`config.mk`:
```
export PLATFORM = sky130hd
export DESIGN_NAME = tmcr_ctrl
export DESIGN_NICKNAME = d
export VERILOG_FILES = /design/src/rtl/tmcr_pkg.sv /design/src/rtl/tmcr_ctrl.sv
export SDC_FILE = /design/constraint.sdc
export NUM_CORES = 1
export LEC_CHECK = 0
export BUFFER_PORTS_ARGS = -buffer_cell sky130_fd_sc_hd__buf_2
export CAP_MARGIN = 20
export CORE_AREA = 2 2 39 41
export CTS_CLUSTER_DIAMETER = 40
export CTS_CLUSTER_SIZE = 20
export DETAILED_ROUTE_END_ITERATION = 10
export DIE_AREA = 0 0 41 43
export PLACE_DENSITY_LB_ADDON = 0.05
export SYNTH_ARGS = -nofsm -noshare
export SYNTH_HDL_FRONTEND = slang
export SYNTH_SLANG_ARGS = --single-unit
export TNS_END_PERCENT = 30
```
`constraint.sdc`:
```
create_clock -name clk -period 1.5 [get_ports clk]
set_input_delay 0.225 -clock clk [delete_from_list [all_inputs] [get_ports clk]]
set_output_delay 0.225 -clock clk [all_outputs]
set_load 0.02 [all_outputs]
```
`src/rtl/tmcr_pkg.sv`:
```
// ----------------------------------------------------------------------------
// tmcr_pkg
// Shared types and constants for the tile map collision resolver: command
// and register codes, controller states, and the command and status words
// between controller and datapath.
// ----------------------------------------------------------------------------
package tmcr_pkg;

  // default number of one-bit map entries
  localparam int MAP_TILES_DEF = 65536;

  // tile edge in pixels; floor division by it is a drop of the low bits
  localparam int TILE_SIZE  = 8;
  localparam int TILE_SHIFT = $clog2(TILE_SIZE);

  // field widths
  localparam int PX_W   = 16;
  localparam int DIM_W  = 8;
  localparam int MOVE_W = 8;
  localparam int IDX_W  = 16;
  localparam int CMD_W  = 2;
  localparam int CFG_W  = 8;

  // signed tile coordinate width
  localparam int TC_W = PX_W - TILE_SHIFT;

  // input commands
  typedef enum logic [CMD_W-1:0] {
    CMD_WRITE   = 2'd0,
    CMD_OVERLAP = 2'd1,
    CMD_MOVE    = 2'd2
  } cmd_t;

  // configuration register indexes
  typedef enum logic {
    CFG_MAP_WIDTH  = 1'b0,
    CFG_MAP_HEIGHT = 1'b1
  } cfg_reg_t;

  // controller states
  typedef enum logic [3:0] {
    S_CLEAR,
    S_IDLE,
    S_WRITE,
    S_AXIS,
    S_PROBE,
    S_CHECK,
    S_SCAN,
    S_ADV,
    S_AXEND,
    S_RESULT
  } state_t;

  // controller to datapath
  typedef struct packed {
    logic load;
    logic clear_run;
    logic mem_write;
    logic axis_init;
    logic probe;
    logic scan_load;
    logic scan_run;
    logic advance;
    logic axis_end;
    logic set_ov;
    logic result_load;
  } dp_cmd_t;

  // datapath to controller
  typedef struct packed {
    logic clear_done;
    logic ov_mode;
    logic axis_y;
    logic delta_zero;
    logic last_step;
    logic empty;
    logic outside;
    logic cached;
    logic hit;
    logic issue_done;
    logic pend;
    logic out_free;
  } dp_stat_t;

endpackage

```
`src/rtl/tmcr_ctrl.sv`:
```
// ----------------------------------------------------------------------------
// tmcr_ctrl
// Controller: sequences the clearing pass, tile writes, rectangle probes,
// the per-axis pixel sweep and the result hand-off.
// ----------------------------------------------------------------------------
module tmcr_ctrl (
  input  logic                          clk,
  input  logic                          rst_n,
  input  logic                          in_valid,
  input  logic [tmcr_pkg::CMD_W-1:0]    in_command,
  output logic                          in_stall,
  input  tmcr_pkg::dp_stat_t            st,
  output tmcr_pkg::dp_cmd_t             cmd
);

  tmcr_pkg::state_t state_r, state_nxt;
  logic             free_w;
  logic             hit_w;

  // state register, clearing pass first after reset
  always_ff @(posedge clk) begin
    if (!rst_n) begin
      state_r <= tmcr_pkg::S_CLEAR;
    end else begin
      state_r <= state_nxt;
    end
  end

  // probe outcome, from the range check or from the tile scan
  always_comb begin
    free_w = 1'b0;
    hit_w  = 1'b0;
    if (state_r == tmcr_pkg::S_CHECK) begin
      free_w = st.empty || (!st.outside && st.cached);
      hit_w  = !st.empty && st.outside;
    end else if (state_r == tmcr_pkg::S_SCAN) begin
      hit_w  = st.hit;
      free_w = !st.hit && st.issue_done && !st.pend;
    end
  end

  // next state
  always_comb begin
    state_nxt = state_r;
    unique case (state_r)
      tmcr_pkg::S_CLEAR: begin
        if (st.clear_done) state_nxt = tmcr_pkg::S_IDLE;
      end
      tmcr_pkg::S_IDLE: begin
        if (in_valid) begin
          case (in_command)
            tmcr_pkg::CMD_WRITE:   state_nxt = tmcr_pkg::S_WRITE;
            tmcr_pkg::CMD_OVERLAP: state_nxt = tmcr_pkg::S_PROBE;
            tmcr_pkg::CMD_MOVE:    state_nxt = tmcr_pkg::S_AXIS;
            default:               state_nxt = tmcr_pkg::S_IDLE;
          endcase
        end
      end
      tmcr_pkg::S_WRITE: state_nxt = tmcr_pkg::S_IDLE;
      tmcr_pkg::S_AXIS: begin
        state_nxt = st.delta_zero ? tmcr_pkg::S_AXEND : tmcr_pkg::S_PROBE;
      end
      tmcr_pkg::S_PROBE: state_nxt = tmcr_pkg::S_CHECK;
      tmcr_pkg::S_CHECK, tmcr_pkg::S_SCAN: begin
        if (hit_w) begin
          state_nxt = st.ov_mode ? tmcr_pkg::S_RESULT : tmcr_pkg::S_AXEND;
        end else if (free_w) begin
          state_nxt = st.ov_mode ? tmcr_pkg::S_RESULT : tmcr_pkg::S_ADV;
        end else begin
          state_nxt = tmcr_pkg::S_SCAN;
        end
      end
      tmcr_pkg::S_ADV: begin
        state_nxt = st.last_step ? tmcr_pkg::S_AXEND : tmcr_pkg::S_PROBE;
      end
      tmcr_pkg::S_AXEND: begin
        state_nxt = st.axis_y ? tmcr_pkg::S_RESULT : tmcr_pkg::S_AXIS;
      end
      tmcr_pkg::S_RESULT: begin
        if (st.out_free) state_nxt = tmcr_pkg::S_IDLE;
      end
      default: state_nxt = tmcr_pkg::S_CLEAR;
    endcase
  end

  // datapath commands
  always_comb begin
    cmd      = '0;
    in_stall = 1'b1;
    unique case (state_r)
      tmcr_pkg::S_CLEAR: cmd.clear_run = 1'b1;
      tmcr_pkg::S_IDLE: begin
        in_stall = 1'b0;
        cmd.load = in_valid;
      end
      tmcr_pkg::S_WRITE: cmd.mem_write = 1'b1;
      tmcr_pkg::S_AXIS:  cmd.axis_init = 1'b1;
      tmcr_pkg::S_PROBE: cmd.probe = 1'b1;
      tmcr_pkg::S_CHECK: begin
        cmd.scan_load = !st.empty && !st.outside && !st.cached;
        cmd.set_ov    = hit_w && st.ov_mode;
      end
      tmcr_pkg::S_SCAN: begin
        cmd.scan_run = !st.hit;
        cmd.set_ov   = hit_w && st.ov_mode;
      end
      tmcr_pkg::S_ADV:    cmd.advance = 1'b1;
      tmcr_pkg::S_AXEND:  cmd.axis_end = 1'b1;
      tmcr_pkg::S_RESULT: cmd.result_load = st.out_free;
      default: cmd = '0;
    endcase
  end

endmodule

```
==> flow_metrics.env <==
export IMPL_outcome="finished, violations left"
export IMPL_violations="setup timing"
export IMPL_totalPowerFinal_w=0.000560
export IMPL_ctsHtreeMaxLevel=1
export IMPL_most_prevalent_standard_cell_on_the_critical_path="sky130_fd_sc_hd__buf_4"
export IMPL_dpl_hpwl_um=996
export IMPL_cts_hold_repair_buffers=0
export IMPL_grt_antenna_before_repair=0
export IMPL_grt_start_max_net_pins=12
export IMPL_routabilityCongestion=0.819
export IMPL_registers_top_by_ff_count="state_r"
export IMPL_detail_route_drc_violations=0
export IMPL_seq_area_frac_synth=0.181
export IMPL_detail_route_wl_per_cell_um=11.0
export IMPL_critical_path_max_stage_delay_ns=0.35
export IMPL_worstSetupStartpointType="flip-flop"
export IMPL_syn_area_per_cell_um2=6.59
export IMPL_crit_chain="nand4bb_4 > buf_4 > nor4_4 > buf_4"
export IMPL_grt_usage=0.158
export IMPL_die_area_um2=1760
export IMPL_setup_worst_path_end_class="output port"
export IMPL_die_x_um=41
export IMPL_grt_first_pass_wirelength_um=1910
export IMPL_synth_top_area_cell="sky130_fd_sc_hd__dfxtp_1"
export IMPL_rows=14
export IMPL_synth_simple_gate_area_share=0.433
export IMPL_cts_sink_count=4
export IMPL_fin_crit_sh=1.01
export IMPL_grt_pass1_vias=490
export IMPL_postRouteAntennaNets=0
export IMPL_vias_per_cell=4.94
export IMPL_setup_viol=2
export IMPL_synth_xor_area_frac=0
export IMPL_fp_dieH_um=43
export IMPL_grt_overflow_total=0
export IMPL_synthesis_nets=84
export IMPL_max_clock_freq_mhz=658
export IMPL_synth_top_family_by_area="simple AND/OR/NAND/NOR gates"
export IMPL_max_vdd_ir_drop_mv=0.528
export IMPL_synth_top_cells_by_area="sky130_fd_sc_hd__dfxtp_1 18%, sky130_fd_sc_hd__nor2_1 10%, sky130_fd_sc_hd__nand2b_1 7.1%"
export IMPL_fp_coreArea_um2=1380
export IMPL_pin_count=29
export IMPL_fillerInstances=137
export IMPL_place_inst=115
export IMPL_postRouteWirelength_um=1350
export IMPL_insertion_delay_ns=0.23
export IMPL_effective_utilization_at_floorplan=0.319
export IMPL_netlist_area_um2=442
export IMPL_timing_max_cap_violations=0
export IMPL_final_worst_setup_slack_ns=-0.0192
export IMPL_cts_reportedPaths_clkPinSlew_ns=0.04
export IMPL_detail_route_iter0_violations=12
export IMPL_fin_crit_ns=1.52
export IMPL_cts_root_buf="sky130_fd_sc_hd__clkbuf_4"
export IMPL_clockBufferDepth=2
export IMPL_grt_setup_unrepaired="true"
export IMPL_critPathSlowestCell="sky130_fd_sc_hd__dfxtp_4"
export IMPL_worst_pin_slew_ns=0.266
export IMPL_final_setup_skew_ns=0.000400
export IMPL_required_ns=1.27
export IMPL_port_buffer_count=28
export IMPL_cts_tree="built"
export IMPL_cts_buffers=3
export IMPL_dr_total_vias=608
export IMPL_layout_top_registers="state_r x4"
export IMPL_slew_headroom=0.822
export IMPL_share_of_the_synthesized_area_in_compound_gates_ao_oa_aoi_oai=0.249
export IMPL_instances_no_fill=123
export IMPL_areaGrowthSynthToFinish_pct=82.2
export IMPL_leakage_nw=0.388
export IMPL_critPathKind="reg2out"
export IMPL_antenna_diode_count=0
export IMPL_synth_ff_latch_count=4
export IMPL_multiplexer_area_fraction_after_synthesis=0.0453
export IMPL_cp_data_arrival_time_ns=1.29
export IMPL_yosysWarnings=0
export IMPL_yosys_top_cell_area_share=0.181
export IMPL_dr_pass1_iters=4
export IMPL_netlist_cell_type_count=27
export IMPL_critical_path_max_fanout=4
export IMPL_hold_viol=0
export IMPL_post_route_cells_drive_above_1_share=0.561
export IMPL_netlist_instances=67
export IMPL_final_max_slew_viol_count=0
export IMPL_power_density_nw_per_um2=696
export IMPL_synth_adder_area_share=0
export IMPL_finish_net_count=126
export IMPL_hold_class="in2reg"
export IMPL_largest_register_ffs=4
## cell usage after synthesis
master                       n
sky130_fd_sc_hd__nor2_1     12
sky130_fd_sc_hd__nand2_1     8
sky130_fd_sc_hd__a21oi_1     5
sky130_fd_sc_hd__inv_1       5
sky130_fd_sc_hd__nand2b_1    5
sky130_fd_sc_hd__dfxtp_1     4
sky130_fd_sc_hd__o21ai_0     3
sky130_fd_sc_hd__o21ai_1     3
sky130_fd_sc_hd__and3_1      2
sky130_fd_sc_hd__buf_2       2
sky130_fd_sc_hd__mux2i_1     2
sky130_fd_sc_hd__a211o_1     1
sky130_fd_sc_hd__a22oi_1     1
sky130_fd_sc_hd__a31o_2      1
sky130_fd_sc_hd__a31oi_1     1
sky130_fd_sc_hd__buf_6       1
sky130_fd_sc_hd__nand3_1     1
sky130_fd_sc_hd__nand4bb_1   1
sky130_fd_sc_hd__nand4bb_2   1
sky130_fd_sc_hd__nor2b_1     1
sky130_fd_sc_hd__nor3_1      1
sky130_fd_sc_hd__nor3b_1     1
sky130_fd_sc_hd__nor4_1      1
sky130_fd_sc_hd__nor4b_2     1
sky130_fd_sc_hd__o211ai_1    1
sky130_fd_sc_hd__o21a_1      1
sky130_fd_sc_hd__o32ai_1     1
## where the power goes
group	internal, W	switching [W]
clock	0.0000893	0.0000408
combinational	0.000134	0.000155
sequential	0.000121	0.0000192
## layer usage
metal	GRT usage	wire length, um
met4	0.0800	0
met3	0.0157	102
met5	0	0
met2	0.247	678
met1	0.203	571
## cells by family (layout without fill, tap and decap cells)
kind of cell           Yosys count  in the layout
buffers and inverters            8             48
multiplexers                     2              2
AND/OR/NAND/NOR                 35             35
flip-flops                       4              4
AO/OA/AOI/OAI                   18             18
## worst max-delay path, delay by kind of cell (launching register included)
kind | cells | cell delay [ns]
and+or+nand+nor | 2 | 0.36
DFF | 1 | 0.35
buffers and inverters | 2 | 0.35
## cell type report
cell class	count	area [um2]	area share
sequential	4	88.8	0.110
multi-input combinational	55	407	0.505
tap	16	20.0	0.0249
clock buffer	3	22.5	0.0280
timing repair buffer	40	248	0.308
inverter	5	18.8	0.0233
## per-stage QoR
stage,instance area [um2],setup WS [ns],hold WS (ns),util,TNS [ns]
after global routing,805,-0.0775,0.221,0.581,-0.161
final,805,-0.0192,0.212,0.581,-0.0370
after CTS,703,-0.0387,0.206,0.508,-0.0387
after global placement,633,0.0577,0.450,0.458,0
after detailed placement,633,0.0197,0.449,0.458,0
after floorplan,442,0.0328,0.343,-,0
## worst paths after layout
path,startpoint,endpoint,slack (ns),cells past startpoint
setup reg to reg,state_r[0],state_r[2],0.11,6
hold reg to reg,state_r[0],state_r[2],0.73,3
setup / recovery,state_r[1],cmd[5],-0.02,4
hold / removal,rst_n,state_r[3],0.21,2
## repair_timing
action	CTS	global route
pin swaps	3	3
buffers inserted	3	2
endpoints found under the setup margin	5	8
gates resized for setup	6	20
## layout by cell type (no fill, tap or decap), drive strengths merged, types with 2 or more instances in the layout
| cell | synthesis | routed |
|---|---|---|
| a21oi | 5 | 5 |
| and3 | 2 | 2 |
| buf | 3 | 40 |
| clkbuf | 0 | 3 |
| dfxtp | 4 | 4 |
| inv | 5 | 5 |
| mux2i | 2 | 2 |
| nand2 | 8 | 8 |
| nand2b | 5 | 5 |
| nand4bb | 2 | 2 |
| nor2 | 12 | 12 |
| o21ai | 6 | 6 |
Power figures use the tool's default switching activity.
